## src/rtl/core/ppdm_pkg.sv

```systemverilog
// types, constants and helpers shared by the position pd loop blocks
// no dependencies
package ppdm_pkg;

	localparam logic signed [31:0] S32_LOW  = 32'sh8000_0000;
	localparam logic signed [31:0] S32_HIGH = 32'sh7FFF_FFFF;

	// configuration register indexes
	localparam logic [2:0] REG_POSITION_GAIN        = 3'd0;
	localparam logic [2:0] REG_DAMPING_GAIN         = 3'd1;
	localparam logic [2:0] REG_TRACKING_SPEED_LIMIT = 3'd2;
	localparam logic [2:0] REG_SETTLE_TOLERANCE     = 3'd3;
	localparam logic [2:0] REG_SETTLE_SPEED_LIMIT   = 3'd4;
	localparam logic [2:0] REG_SETTLE_TICKS         = 3'd5;
	localparam logic [2:0] REG_ERROR_MARGIN         = 3'd6;
	localparam logic [2:0] REG_ERROR_TIMEOUT_TICKS  = 3'd7;

	// fault codes
	localparam logic [1:0] FAULT_NONE       = 2'd0;
	localparam logic [1:0] FAULT_SPEED_LOOP = 2'd1;
	localparam logic [1:0] FAULT_POS_ERROR  = 2'd2;

	// divide by 1000 through two exact reciprocal multiplies
	localparam int          DIV_DEN = 1000;
	localparam logic [31:0] DIV_R1  = 32'd2199023256;  // ceil(2^41 / 1000)
	localparam int          DIV_K1  = 41;
	localparam logic [26:0] DIV_R2  = 27'd68719477;    // ceil(2^36 / 1000)
	localparam int          DIV_K2  = 36;

	localparam logic [15:0] CNT_MAX = 16'hFFFF;

	typedef struct packed {
		logic [15:0] position_gain;
		logic [15:0] damping_gain;
		logic [30:0] tracking_speed_limit;
		logic [30:0] settle_tolerance;
		logic [30:0] settle_speed_limit;
		logic [15:0] settle_ticks;
		logic [30:0] error_margin;
		logic [15:0] error_timeout_ticks;
	} cfg_t;

	typedef struct packed {
		logic signed [31:0] measured_position;
		logic signed [31:0] measured_speed;
		logic signed [31:0] reference_position;
		logic signed [31:0] reference_speed;
		logic signed [31:0] target_position;
		logic               external_mode;
		logic               trajectory_done;
		logic               new_command;
		logic               speed_loop_ok;
	} in_item_t;

	// front end results, third stage
	typedef struct packed {
		logic signed [31:0] err;
		logic [30:0]        abs_err;
		logic [30:0]        abs_ferr;
		logic [30:0]        abs_speed;
		logic signed [48:0] p;
		logic [46:0]        dm;
		logic               neg;
		logic signed [31:0] ref_speed;
		logic               ext;
		logic               done;
		logic               newcmd;
		logic               spdok;
	} front_t;

	typedef struct packed {
		logic       run;
		logic       reached;
		logic [1:0] fault;
	} mon_stat_t;

	// side information that travels with a beat through the command stages
	typedef struct packed {
		logic signed [31:0] err;
		logic signed [48:0] p;
		logic               neg;
		logic signed [31:0] ref_speed;
		logic               ext;
		mon_stat_t          stat;
	} tag_t;

	function automatic logic signed [31:0] sat_diff(input logic signed [31:0] a,
			input logic signed [31:0] b);
		logic signed [32:0] d;
		d = {a[31], a} - {b[31], b};
		if (d[32] != d[31]) begin
			return d[32] ? S32_LOW : S32_HIGH;
		end
		return d[31:0];
	endfunction

	// most negative value maps to the largest positive one
	function automatic logic [30:0] abs32(input logic signed [31:0] v);
		logic [31:0] n;
		n = -v;
		if (v == S32_LOW) begin
			return 31'h7FFF_FFFF;
		end
		return v[31] ? n[30:0] : v[30:0];
	endfunction

endpackage

```

## src/rtl/core/ppdm_monitor.sv

```systemverilog
// loop state: run flag, fault, initial error, excess and settle counters
// depends on ppdm_pkg; updated once per beat as it leaves the third stage
module ppdm_monitor #(
	parameter int MONITOR_DIVIDE = 4
) (
	input  logic                clk,
	input  logic                arst_n,
	input  logic                en,
	input  ppdm_pkg::front_t    front_s3,
	input  ppdm_pkg::cfg_t      cfg,
	output ppdm_pkg::mon_stat_t stat
);

	localparam int DW = (MONITOR_DIVIDE > 1) ? $clog2(MONITOR_DIVIDE) : 1;

	logic          run_q, run_n;
	logic [1:0]    fault_q, fault_n;
	logic [30:0]   init_err_q, init_err_n;
	logic [15:0]   excess_q, excess_n;
	logic [15:0]   settled_q, settled_n;
	logic          reached_q, reached_n;
	logic [DW-1:0] div_q, div_n;

	logic [DW:0]   div_inc;
	logic          mon_now;
	logic [31:0]   err_bound;
	logic          settle_ok;

	always_comb begin
		run_n      = run_q;
		fault_n    = fault_q;
		init_err_n = init_err_q;
		excess_n   = excess_q;
		settled_n  = settled_q;
		reached_n  = reached_q;
		div_n      = div_q;
		div_inc    = '0;
		mon_now    = 1'b0;
		err_bound  = '0;
		settle_ok  = 1'b0;

		if (front_s3.newcmd) begin
			init_err_n = front_s3.abs_ferr;
			fault_n    = ppdm_pkg::FAULT_NONE;
			excess_n   = '0;
			settled_n  = '0;
			reached_n  = 1'b0;
			div_n      = '0;
			run_n      = 1'b1;
		end

		if (run_n) begin
			if (!front_s3.spdok) begin
				fault_n = ppdm_pkg::FAULT_SPEED_LOOP;
				run_n   = 1'b0;
				div_n   = '0;
			end else begin
				div_inc = {1'b0, div_n} + {{DW{1'b0}}, 1'b1};
				mon_now = !front_s3.ext || (div_inc >= (DW+1)'(MONITOR_DIVIDE));
				if (front_s3.ext) begin
					div_n = mon_now ? '0 : div_inc[DW-1:0];
				end
				if (mon_now) begin
					err_bound = {1'b0, init_err_n} + {1'b0, cfg.error_margin};
					if ({1'b0, front_s3.abs_err} > err_bound) begin
						if (excess_n != ppdm_pkg::CNT_MAX) begin
							excess_n = excess_n + 16'd1;
						end
						if (excess_n >= cfg.error_timeout_ticks) begin
							fault_n = ppdm_pkg::FAULT_POS_ERROR;
							run_n   = 1'b0;
							div_n   = '0;
						end
					end else begin
						excess_n = '0;
					end
					// the settle check runs even on a timeout tick
					settle_ok = (front_s3.ext || front_s3.done) &&
						(front_s3.abs_ferr <= cfg.settle_tolerance) &&
						(front_s3.abs_speed <= cfg.settle_speed_limit);
					if (settle_ok) begin
						if (settled_n != ppdm_pkg::CNT_MAX) begin
							settled_n = settled_n + 16'd1;
						end
						reached_n = (settled_n >= cfg.settle_ticks);
					end else begin
						settled_n = '0;
						reached_n = 1'b0;
					end
				end
			end
		end
	end

	always_ff @(posedge clk or negedge arst_n) begin
		if (!arst_n) begin
			run_q      <= 1'b0;
			fault_q    <= ppdm_pkg::FAULT_NONE;
			init_err_q <= '0;
			excess_q   <= '0;
			settled_q  <= '0;
			reached_q  <= 1'b0;
			div_q      <= '0;
		end else if (en) begin
			run_q      <= run_n;
			fault_q    <= fault_n;
			init_err_q <= init_err_n;
			excess_q   <= excess_n;
			settled_q  <= settled_n;
			reached_q  <= reached_n;
			div_q      <= div_n;
		end
	end

	assign stat.run     = run_n;
	assign stat.reached = reached_n;
	assign stat.fault   = fault_n;

endmodule

```

## config.mk

```make
export PLATFORM = sky130hd
export DESIGN_NAME = ppdm_monitor
export DESIGN_NICKNAME = d
export VERILOG_FILES = /design/src/rtl/core/ppdm_pkg.sv /design/src/rtl/core/ppdm_monitor.sv
export SDC_FILE = /design/constraint.sdc
export NUM_CORES = 1
export LEC_CHECK = 0
export ABC_AREA = 1
export ABC_CLOCK_PERIOD_IN_PS = 7520
export BUFFER_PORTS_ARGS = -buffer_cell sky130_fd_sc_hd__buf_2
export CAP_MARGIN = 25
export CORE_AREA = 5 5 175 177
export DETAILED_ROUTE_END_ITERATION = 8
export DIE_AREA = 0 0 180 182
export PLACE_DENSITY = 0.74
export SLEW_MARGIN = 20
export SYNTH_ARGS = -nofsm -noshare
export SYNTH_HDL_FRONTEND = slang
export SYNTH_SLANG_ARGS = --single-unit
```

## constraint.sdc

```tcl
create_clock -name clk -period 7.52 [get_ports clk]
set_clock_uncertainty 0.05 [all_clocks]
set_input_delay 0.376 -clock clk [delete_from_list [all_inputs] [get_ports clk]]
set_output_delay 0.376 -clock clk [all_outputs]
set_load 0.005 [all_outputs]
```

==> flow_metrics.py, run 1 <==
metrics = {
    "sta": {
        "slew_headroom": 0.390,
        "rsz0062_at_grt": "no",
        "period_needed_ns": 5.88,
        "report.final.hold_viol_count": 0,
        "slew_viol_final": 0,
        "final.period_utilization": 0.781,
        "max_clock_freq_mhz": 170,
        "tightest_slew_ns": 0.914,
        "setup_viol": 0,
        "setup_tns_ns": 0,
    },
    "pwr": {
        "powerDensity_nw_per_um2": 141,
        "peakVddDrop_v": 0.000106,
        "leakagePower_nw": 6.67,
    },
    "worst_setup_path": {
        "critPathArrivalTime_ns": 5.45,
        "required_ns": 7.09,
        "start_kind": "primary input",
        "worstPathMaxFanout": 27,
        "cp-end-kind": "primary output",
        "path_class": "primary input to primary output",
    },
    "synth": {
        "synth_edf_count": 0,
        "synth_mux_area_frac": 0,
        "synth_top_cell_by_area": "ha_1",
        "synth_fa_ha_area_frac": 0.201,
        "ys.flop_type": "dfrtp_1",
        "syn_area_per_cell_um2": 6.45,
        "synth_xor_area_frac": 0.0459,
        "yosys.area_share.simple": 0.302,
        "synth_cell_types": 55,
        "synth_compound_area_frac": 0.158,
        "seq_area_frac_synth": 0.173,
        "synth_top_area_share": 0.199,
        "synthCells": 1550,
        "async_flop_share": 1.00,
        "synthesis.area_um2": 10000,
        "ys_ff_latch": 69,
        "synthTopCellsByArea": "ha_1, dfrtp_1, nand2_1",
        "syn_nets": 2159,
        "synth_top_family_by_area": "simple AND/OR/NAND/NOR gates",
        "ys_warn_count": 0,
    },
    "die": {
        "fp.dieArea_um2": 32800,
        "core_area_um2": 29100,
        "die_x_um": 180,
        "core.rowCount": 63,
        "floorplan.initialDensity": 0.344,
        "die_h_um": 182,
        "ios": 453,
    },
    "routing": {
        "post_drt_via_cell_ratio": 4.94,
        "drt_iter0_markers": 762,
        "dr.pass1.iters": 6,
        "ant_nets": 0,
        "drt_wl_total_mm": 30.2,
        "post-route-drc-count": 0,
        "wire_per_inst_um": 14.0,
        "num_vias": 10600,
    },
    "cts": {
        "clockBufferDepth": 2,
        "h-tree-depth": 3,
        "numCtsBuffers": 9,
        "cts_resized": 0,
        "worstSkewPairLatency_ns": 0.34,
        "cts_tree": "done",
        "cts-root-buf": "clkbuf_16",
        "clkTransAtPathRegs_ns": 0.06,
        "cts_sinks": 69,
    },
    "min_path": {
        "min-delay-path-class": "primary input to flop",
    },
    "global_route": {
        "grt_usage": 0.181,
        "grt_pass1_wl_mm": 49.7,
        "grt_pass1_vias": 10400,
        "overflow": 0,
        "antenna_found_initial": 0,
        "grt_max_degree": 74,
    },
    "finish": {
        "final_net_count": 2368,
        "insertedDiodeCount": 0,
        "final_cells": 2154,
        "drive_gt1_frac": 0.184,
        "area_growth_syn_to_layout_pct": 18.0,
    },
    "placed_design": {
        "portBuffers": 228,
        "gp_congestion": 0.946,
        "dp_hpwl_mm": 24.9,
        "dpl.cell_count": 2136,
    },
    "job": {
        "drv_cap": 0,
    },
    "outcome": {
        "status": "finished clean",
    },
}
==> what timing repair did <==
| item | in CTS | in global routing |
|---|---|---|
| endpoints found under the hold margin | 0 | 16 |
| setup endpoints to repair | 0 | 0 |
| buffers inserted | 0 | 0 |
| hold buffers | 0 | 1 |
==> per-layer routing <==
layer  track usage  routed length [um]  vias up
met5             0                   0        -
met1         0.225               13100     4803
met2         0.324               14700      346
met4        0.0567                 831        0
li1              -                   -     5434
met3        0.0248                1580       62
==> cell usage in the layout (no fill, tap or decap), types with 21 or more instances in the layout <==
cell     count
a21oi_1    142
xor2_1      31
nor2_1     108
o21ai_1     21
dfrtp_1     69
o21ai_0     98
buf_2      227
nand3_1     46
ha_1       159
inv_1      255
nand4_1     23
nand2_1    408
==> through the flow <==
step / utilization / hold slack [ns] / cell area (um^2) / setup slack (ns) / power, W
2_1_floorplan: - / 0.0304 / 10000 / 2.73 / 0.00100
6_report: 0.406 / 0.371 / 11800 / 1.64 / 0.00167
5_1_grt: 0.406 / 0.392 / 11800 / 1.24 / 0.00182
3_5_place_dp: 0.394 / 0.417 / 11500 / 1.64 / 0.00124
4_1_cts: 0.404 / 0.247 / 11800 / 1.63 / 0.00168
3_3_place_gp: 0.394 / 0.412 / 11500 / 1.68 / 0.00121
==> worst paths after layout <==
| path | start | endpoint | slack, ns | depth (start not counted) |
|---|---|---|---|---|
| min in group asynchronous | arst_n | excess_q[9] | 0.47 | 3 |
| worst max register to register | init_err_q[0] | excess_q[5] | 2.53 | 26 |
| max in group asynchronous | arst_n | init_err_q[11] | 6.37 | 4 |
| worst max-delay path | front_s3[1] | stat[3] | 1.64 | 27 |
| worst min-delay path | front_s3[3] | div_q[1] | 0.37 | 4 |
| worst min register to register | excess_q[11] | excess_q[11] | 0.43 | 2 |
==> cells by family after synthesis <==
logic type | Yosys count
fa+ha+maj | 160
compound gates | 297
buf+inv | 303
simple gates | 672
xor+xnor | 49
flops | 69
==> sequential cells by signal, indices dropped and copies added, names as in the netlist <==
| signal | count |
|---|---|
| div_q | 2 |
| fault_q | 2 |
| init_err_q | 31 |
| settled_q | 16 |
| excess_q | 16 |
| reached_q | 1 |
| run_q | 1 |
==> critical path, cell delays in order <==
cell and delay [ns]:
buf_4 0.21, inv_4 0.29, or2_2 0.17, o21ai_0 0.25, fa_1 0.52, nand3b_1 0.17, nand2_1 0.11, nand2_1 0.06
nand2_1 0.05, o21ai_1 0.14, o21ai_1 0.40, a21oi_1 0.19, o21ai_1 0.33, nand2_1 0.12, nand3b_1 0.10, nand2_1 0.07
ha_1 0.29, nand3_1 0.07, nor3_1 0.21, and3_1 0.22, nand4_1 0.30, nand2_2 0.27, inv_1 0.09, nand2_1 0.12
nand2_1 0.10, inv_1 0.08, buf_2 0.11
==> final cells by class <==
class,count,area (um^2)
repair buffers,235,1220
fillers,3019,17300
well taps,390,488
inverters,266,1000
flip-flops and latches,69,1730
clock buffers,12,236
clock inverters,4,48.8
multi-input cells,1178,7070
==> where the power goes <==
group | total [W] | leakage [nW] | switching [W] | internal [W]
combinational | 0.000792 | 5.66 | 0.000489 | 0.000303
clock | 0.000433 | 0.141 | 0.000176 | 0.000257
sequential | 0.000443 | 0.870 | 0.0000253 | 0.000418
total | 0.00167 | 6.67 | 0.000690 | 0.000977
==> synth_stat cells (all sizes together), types with 5 or more instances <==
| library cell | n |
|---|---|
| dfrtp | 69 |
| o21ai | 119 |
| buf | 18 |
| a21oi | 146 |
| clkbuf | 19 |
| nand2 | 430 |
| nor3 | 18 |
| nor2 | 129 |
| ha | 159 |
| inv | 265 |
| o21a | 5 |
| nor4 | 6 |
| nand4 | 25 |
| xnor2 | 14 |
| a31oi | 8 |
| xor2 | 35 |
| nand3 | 49 |
Power figures use the tool's default switching activity.
==> run 2, diff against run 1 <==
--- a/config.mk
+++ b/config.mk
@@ -5,14 +5,14 @@
 export SDC_FILE = /design/constraint.sdc
 export NUM_CORES = 1
 export LEC_CHECK = 0
-export ABC_AREA = 1
-export ABC_CLOCK_PERIOD_IN_PS = 7520
+export ABC_AREA = 0
+export ABC_CLOCK_PERIOD_IN_PS = 5420
 export BUFFER_PORTS_ARGS = -buffer_cell sky130_fd_sc_hd__buf_2
 export CAP_MARGIN = 25
-export CORE_AREA = 5 5 175 177
+export CORE_AREA = 5 5 173 175
 export DETAILED_ROUTE_END_ITERATION = 8
-export DIE_AREA = 0 0 180 182
-export PLACE_DENSITY = 0.74
+export DIE_AREA = 0 0 178 180
+export PLACE_DENSITY = 0.7
 export SLEW_MARGIN = 20
 export SYNTH_ARGS = -nofsm -noshare
 export SYNTH_HDL_FRONTEND = slang
==> constraint.sdc (replaced) <==
create_clock -name clk -period 5.42 [get_ports clk]
set_clock_uncertainty 0.05 [all_clocks]
set_input_delay 0.271 -clock clk [delete_from_list [all_inputs] [get_ports clk]]
set_output_delay 0.271 -clock clk [all_outputs]
set_load 0.005 [all_outputs]
==> flow_metrics.py, run 2 <==
metrics = {
    "cts": {
        "h-tree-depth": 3,
        "worstSkewPairLatency_ns": 0.35,
        "clockBufferDepth": 2,
        "cts-root-buf": "clkbuf_16",
        "numCtsBuffers": 9,
        "clkTransAtPathRegs_ns": 0.06,
        "cts_sinks": 69,
        "cts_tree": "done",
    },
    "worst_setup_path": {
        "worstPathMaxFanout": 3,
        "critPathArrivalTime_ns": 5.12,
        "r2r_cells": 23,
        "reg2reg_to": "excess_q[0]",
        "start_kind": "flop",
        "cp-end-kind": "primary output",
        "rrSetupSlack_ns": 0.34,
        "path_class": "flop to primary output",
        "required_ns": 5.10,
        "r2r_start": "init_err_q[0]",
    },
    "routing": {
        "dr.pass1.iters": 5,
        "post-route-drc-count": 0,
        "post_drt_via_cell_ratio": 5.01,
        "ant_nets": 0,
        "wire_per_inst_um": 15.3,
        "num_vias": 8811,
        "wl_met3_mm": 1.55,
        "drt_iter0_markers": 375,
        "met2_length_mm": 12.8,
        "maxUsedRoutingLayer": "met5",
        "wl_met1_mm": 11.7,
        "drt_wl_total_mm": 26.9,
    },
    "synth": {
        "synth_cell_types": 74,
        "synth_top_area_share": 0.231,
        "post-synth-top-count-cell": "ha_1",
        "synth_edf_count": 0,
        "synth_common_cells": "ha_1, nor2_1, inv_1",
        "syn_nets": 1675,
        "synthCells": 1066,
        "synth_top_cell_by_area": "ha_1",
        "ys_ff_latch": 69,
        "synthesis.area_um2": 8600,
        "syn_area_per_cell_um2": 8.06,
        "seq_area_frac_synth": 0.201,
        "ys_warn_count": 0,
        "ys.flop_type": "dfrtp_1",
        "synthTopCellsByArea": "ha_1, dfrtp_1, nor2_1",
        "async_flop_share": 1.00,
    },
    "finish": {
        "top_register": "init_err_q",
        "reg_top3": "init_err_q x31, excess_q x16, settled_q x16",
        "final_cells": 1758,
        "layout_common_cells": "buf_2, ha_1, nor2_1, inv_1, buf_4",
        "largest_register_ffs": 31,
        "final_net_count": 1977,
        "final_util": 0.402,
        "final_common_cell": "buf_2",
        "postLayoutCellArea_um2": 11400,
        "drive_gt1_frac": 0.304,
        "area_growth_syn_to_layout_pct": 32.5,
    },
    "job": {
        "drv_cap": 0,
    },
    "placed_design": {
        "place_area_um2": 10700,
        "dpl.cell_count": 1726,
        "portBuffers": 228,
        "gp_congestion": 0.935,
        "dp_hpwl_mm": 21.9,
    },
    "global_route": {
        "antenna_found_initial": 3,
        "grt_pass1_vias": 8770,
        "grt_usage": 0.163,
        "grt_max_degree": 70,
        "grt_pass1_wl_mm": 42.3,
        "overflow": 0,
    },
    "pwr": {
        "netSwitchingFraction": 0.365,
        "powerDensity_nw_per_um2": 202,
        "internal_power_w": 0.00146,
        "power.share.clock": 0.266,
        "peakVddDrop_v": 0.000110,
        "p_seq_frac": 0.249,
        "comb_power_share": 0.486,
        "switching_power_w": 0.000842,
        "leakagePower_nw": 5.90,
    },
    "min_path": {
        "min_to": "settled_q[1]",
        "min-delay-start": "front_s3[0]",
        "holdPathStages": 3,
        "min-delay-path-class": "primary input to flop",
    },
    "outcome": {
        "status": "finished with violations",
        "violations": "setup timing",
    },
    "sta": {
        "rsz0062_at_grt": "yes",
        "setup_viol": 1,
        "slew_viol_final": 0,
        "report.final.hold_viol_count": 0,
        "max_clock_freq_mhz": 184,
        "period_needed_ns": 5.44,
        "tightest_slew_ns": 0.844,
        "final.period_utilization": 1.00,
        "whs_ns": 0.215,
        "slew_headroom": 0.437,
        "setup_ws_ns": -0.0219,
    },
    "die": {
        "die_h_um": 180,
        "ios": 453,
        "fp.dieArea_um2": 32000,
        "core_area_um2": 28300,
        "die_x_um": 178,
        "core.rowCount": 62,
        "floorplan.initialDensity": 0.304,
    },
}
## run 2: area by class of cell
type | instances | area, um^2
Fill cell | 2844 | 16900
Multi-Input combinational cell | 862 | 6600
Timing Repair Buffer | 317 | 1870
Sequential cell | 69 | 1730
Tap cell | 384 | 480
Inverter | 109 | 409
Clock buffer | 9 | 225
Clock inverter | 7 | 75.1
Antenna cell | 1 | 2.50
## run 2: kinds of logic after synthesis
group / Yosys count / synth area share
AO/OA/AOI/OAI: 259 / 0.206
multiplexers: 34 / 0.0441
buffers and inverters: 135 / 0.0613
XOR/XNOR: 50 / 0.0509
adder cells (fa/ha/maj): 160 / 0.234
flip-flops: 69 / 0.201
AND/OR/NAND/NOR: 359 / 0.204
## run 2: power by group through the flow
stage / logic (W) / registers [W] / clock network, W
4_1_cts: 0.00106 / 0.000574 / 0.000628
5_1_grt: 0.00125 / 0.000579 / 0.000647
6_report: 0.00112 / 0.000574 / 0.000612
2_1_floorplan: 0.000632 / 0.000577 / 0
3_3_place_gp: 0.000973 / 0.000580 / 0
3_5_place_dp: 0.000999 / 0.000583 / 0
## run 2: timing repair
item / 4_1_cts / 5_1_grt
buffers inserted: 12 / 4
gates resized for setup: 36 / 22
hold endpoints to repair: 0 / 17
pin swaps: 34 / 33
hold buffers: 0 / 1
setup endpoints to repair: 3 / 4
## run 2: metal layers
layer,vias to the layer above,GRT usage
li1,4422,-
met1,4077,0.204
met2,261,0.278
met3,47,0.0303
met4,4,0.0566
met5,-,0
## run 2: worst max path at each step
stage,start,end,slack [ns],cells after the start
after CTS,init_err_q[0],stat[0],-0.18,23
after global routing,init_err_q[0],stat[0],-0.20,25
after detailed placement,front_s3[1],stat[0],-0.36,25
after floorplan,front_s3[1],stat[0],0.03,23
after global placement,front_s3[1],stat[0],-0.22,25
final,init_err_q[0],stat[0],-0.02,23
## run 2: worst max-delay path, stage by stage (launching register included)
cell	delay, ns
dfrtp_1	0.38
mux2_4	0.30
ha_4	0.17
buf_6	0.11
a211o_1	0.31
a211oi_4	0.35
o31ai_4	0.13
o211a_4	0.27
o21ai_4	0.17
buf_6	0.12
o21bai_1	0.07
a21oi_1	0.18
xor2_1	0.10
ha_1	0.31
a21o_1	0.13
a21o_1	0.11
a21o_1	0.12
a21oi_2	0.05
o211ai_1	0.28
a2bb2oi_4	0.12
or4_4	0.45
o21a_1	0.20
a22o_1	0.22
buf_2	0.14
## run 2: stage by stage
step / setup TNS, ns / total power [W] / setup slack, ns
global placement: -0.533 / 0.00155 / -0.221
global route: -0.364 / 0.00247 / -0.199
finish: -0.0219 / 0.00230 / -0.0219
CTS: -0.432 / 0.00227 / -0.178
floorplan: 0 / 0.00121 / 0.0319
detailed placement: -2.09 / 0.00158 / -0.355
==> run 3, diff against run 2 <==
--- a/config.mk
+++ b/config.mk
@@ -8,11 +8,12 @@
 export ABC_AREA = 0
 export ABC_CLOCK_PERIOD_IN_PS = 5420
 export BUFFER_PORTS_ARGS = -buffer_cell sky130_fd_sc_hd__buf_2
-export CAP_MARGIN = 25
+export CAP_MARGIN = 5
 export CORE_AREA = 5 5 173 175
 export DETAILED_ROUTE_END_ITERATION = 8
 export DIE_AREA = 0 0 178 180
 export PLACE_DENSITY = 0.7
+export RECOVER_POWER = 50
 export SLEW_MARGIN = 20
 export SYNTH_ARGS = -nofsm -noshare
 export SYNTH_HDL_FRONTEND = slang
==> flow_metrics.py, run 3 (synthesized netlist as in run 2, its figures left out) <==
metrics = {
    "worst_setup_path": {
        "path_cells": "mux2_4 > ha_4 > buf_6 > a211o_1 > a211oi_4 > o31ai_4 > o211a_4 > o21ai_4 > buf_6 > o21bai_1 > a21oi_1 > xor2_1 > ha_1 > a21o_1 > a21o_1 > a21o_1 > a21oi_2 > o211ai_1 > a2bb2oi_4 > or4_4 > o21a_1 > a22o_1 > buf_2",
        "worstPathMaxFanout": 3,
        "cp-end-kind": "primary output",
        "max_stage_delay_ns": 0.45,
        "path_class": "flop to primary output",
        "required_ns": 5.10,
        "path_common_cell": "a21o_1",
        "critPathSlowestCell": "or4_4",
        "critPathArrivalTime_ns": 5.12,
        "start_kind": "flop",
    },
    "finish": {
        "reg_top3": "init_err_q x31, excess_q x16, settled_q x16",
        "fillCellCount": 2847,
        "final_net_count": 1977,
        "final_util": 0.401,
        "drive_gt1_frac": 0.302,
        "area_growth_syn_to_layout_pct": 32.1,
        "postLayoutCellArea_um2": 11400,
        "largest_register_ffs": 31,
        "layout_common_cells": "buf_2, ha_1, nor2_1, inv_1, buf_4",
        "top_register": "init_err_q",
        "final_common_cell": "buf_2",
    },
    "pwr": {
        "powerDensity_nw_per_um2": 203,
        "leakagePower_nw": 5.89,
        "peakVddDrop_v": 0.000110,
    },
    "routing": {
        "post_drt_via_cell_ratio": 5.01,
        "post-route-drc-count": 0,
        "wire_per_inst_um": 15.3,
        "dr.pass1.iters": 4,
        "drt_iter0_markers": 376,
        "drt_wl_total_mm": 26.9,
        "ant_nets": 0,
        "num_vias": 8801,
    },
    "die": {
        "core.rowCount": 62,
        "ios": 453,
        "floorplan.initialDensity": 0.304,
        "die_h_um": 180,
        "die_x_um": 178,
        "core_area_um2": 28300,
        "fp.dieArea_um2": 32000,
    },
    "global_route": {
        "grt_usage": 0.163,
        "overflow": 0,
        "grt_pass1_wl_mm": 42.3,
        "grt_pass1_vias": 8770,
        "grt_max_degree": 70,
        "antenna_found_initial": 3,
    },
    "cts": {
        "cts_sinks": 69,
        "numCtsBuffers": 9,
        "h-tree-depth": 3,
        "cts-root-buf": "clkbuf_16",
        "worstSkewPairLatency_ns": 0.35,
        "cts_tree": "done",
        "clockBufferDepth": 2,
        "clkTransAtPathRegs_ns": 0.07,
    },
    "outcome": {
        "violations": "capacitance limit, slew limit, setup timing",
        "status": "finished with violations",
    },
    "sta": {
        "report.final.hold_viol_count": 0,
        "setup_ws_ns": -0.0227,
        "setup_viol": 1,
        "tightest_slew_ns": 3.09,
        "slew_headroom": -1.06,
        "setup_tns_ns": -0.0227,
        "final.period_utilization": 1.00,
        "period_needed_ns": 5.44,
        "rsz0062_at_grt": "yes",
        "slew_viol_final": 53,
        "whs_ns": 0.213,
        "max_clock_freq_mhz": 184,
    },
    "placed_design": {
        "portBuffers": 228,
        "gp_congestion": 0.935,
        "dp_hpwl_mm": 21.9,
        "place_area_um2": 10700,
    },
    "min_path": {
        "min-delay-path-class": "primary input to flop",
    },
    "job": {
        "drv_cap": 1,
    },
}
==> run 3: cell count changes in the layout (fill, tap and decap cells not counted) <==
cell / change
buf_16: -1
buf_4: -1
clkbuf_1: +2
mux2i_1: +1
mux2i_2: -1
==> run 3: metrics by stage <==
step / total power (W) / worst slack (ns) / cells
after floorplan: 0.00121 / 0.0319 / 1066
after global placement: 0.00155 / -0.221 / 1726
after detailed placement: 0.00158 / -0.355 / 1726
after CTS: 0.00227 / -0.178 / 1752
after global routing: 0.00247 / -0.199 / 1758
final: 0.00230 / -0.0227 / 1758
==> run 3: metal layers <==
metal / GRT usage / part of all wire / routed length, um / up-vias
met4: 0.0566 / 0.029 / 787 / 4
met1: 0.204 / 0.44 / 11700 / 4065
met5: 0 / 0.00097 / 26 / -
li1: - / - / - / 4425
met3: 0.0303 / 0.059 / 1580 / 47
met2: 0.278 / 0.48 / 12800 / 260
==> run 3: final timing paths <==
check | start | to | slack (ns) | depth (start not counted)
worst min-delay path | front_s3[0] | settled_q[1] | 0.21 | 3
min in group asynchronous | arst_n | settled_q[12] | 0.65 | 3
worst min register to register | reached_q | reached_q | 0.43 | 2
worst max register to register | init_err_q[0] | excess_q[0] | 0.34 | 23
worst max-delay path | init_err_q[0] | stat[0] | -0.02 | 23
max in group asynchronous | arst_n | init_err_q[6] | 1.21 | 4
==> run 3: area by class of cell <==
type                       instances  area [um^2]  area share
multi-input combinational        862         6600       0.581
timing repair buffer             317         1840       0.162
sequential                        69         1730       0.152
tap                              384          480      0.0423
inverter                         109          409      0.0360
clock buffer                       9          225      0.0198
clock inverter                     7         75.1     0.00661
antenna                            1         2.50    0.000220
==> run 3: power by group <==
group	internal, W	switching [W]
registers	0.000553	0.0000208
clock network	0.000359	0.000254
logic	0.000548	0.000567
==> run 3: critical path, delay by kind of cell (launching register included) <==
kind	cells	cell delay [ns]
adders and majority gates	2	0.48
AOI/OAI and AO/OA	15	2.70
buffers and inverters	3	0.37
and+or+nand+nor	1	0.45
muxes	1	0.30
xor gates and xnor gates	1	0.10
DFF	1	0.38
==> run 3: what timing repair did <==
item / CTS / global route
pin swaps: 34 / 33
hold buffers: 0 / 1
setup endpoints to repair: 3 / 4
setup buffers: 12 / 4
gates resized for setup: 36 / 22
hold endpoints to repair: 0 / 17
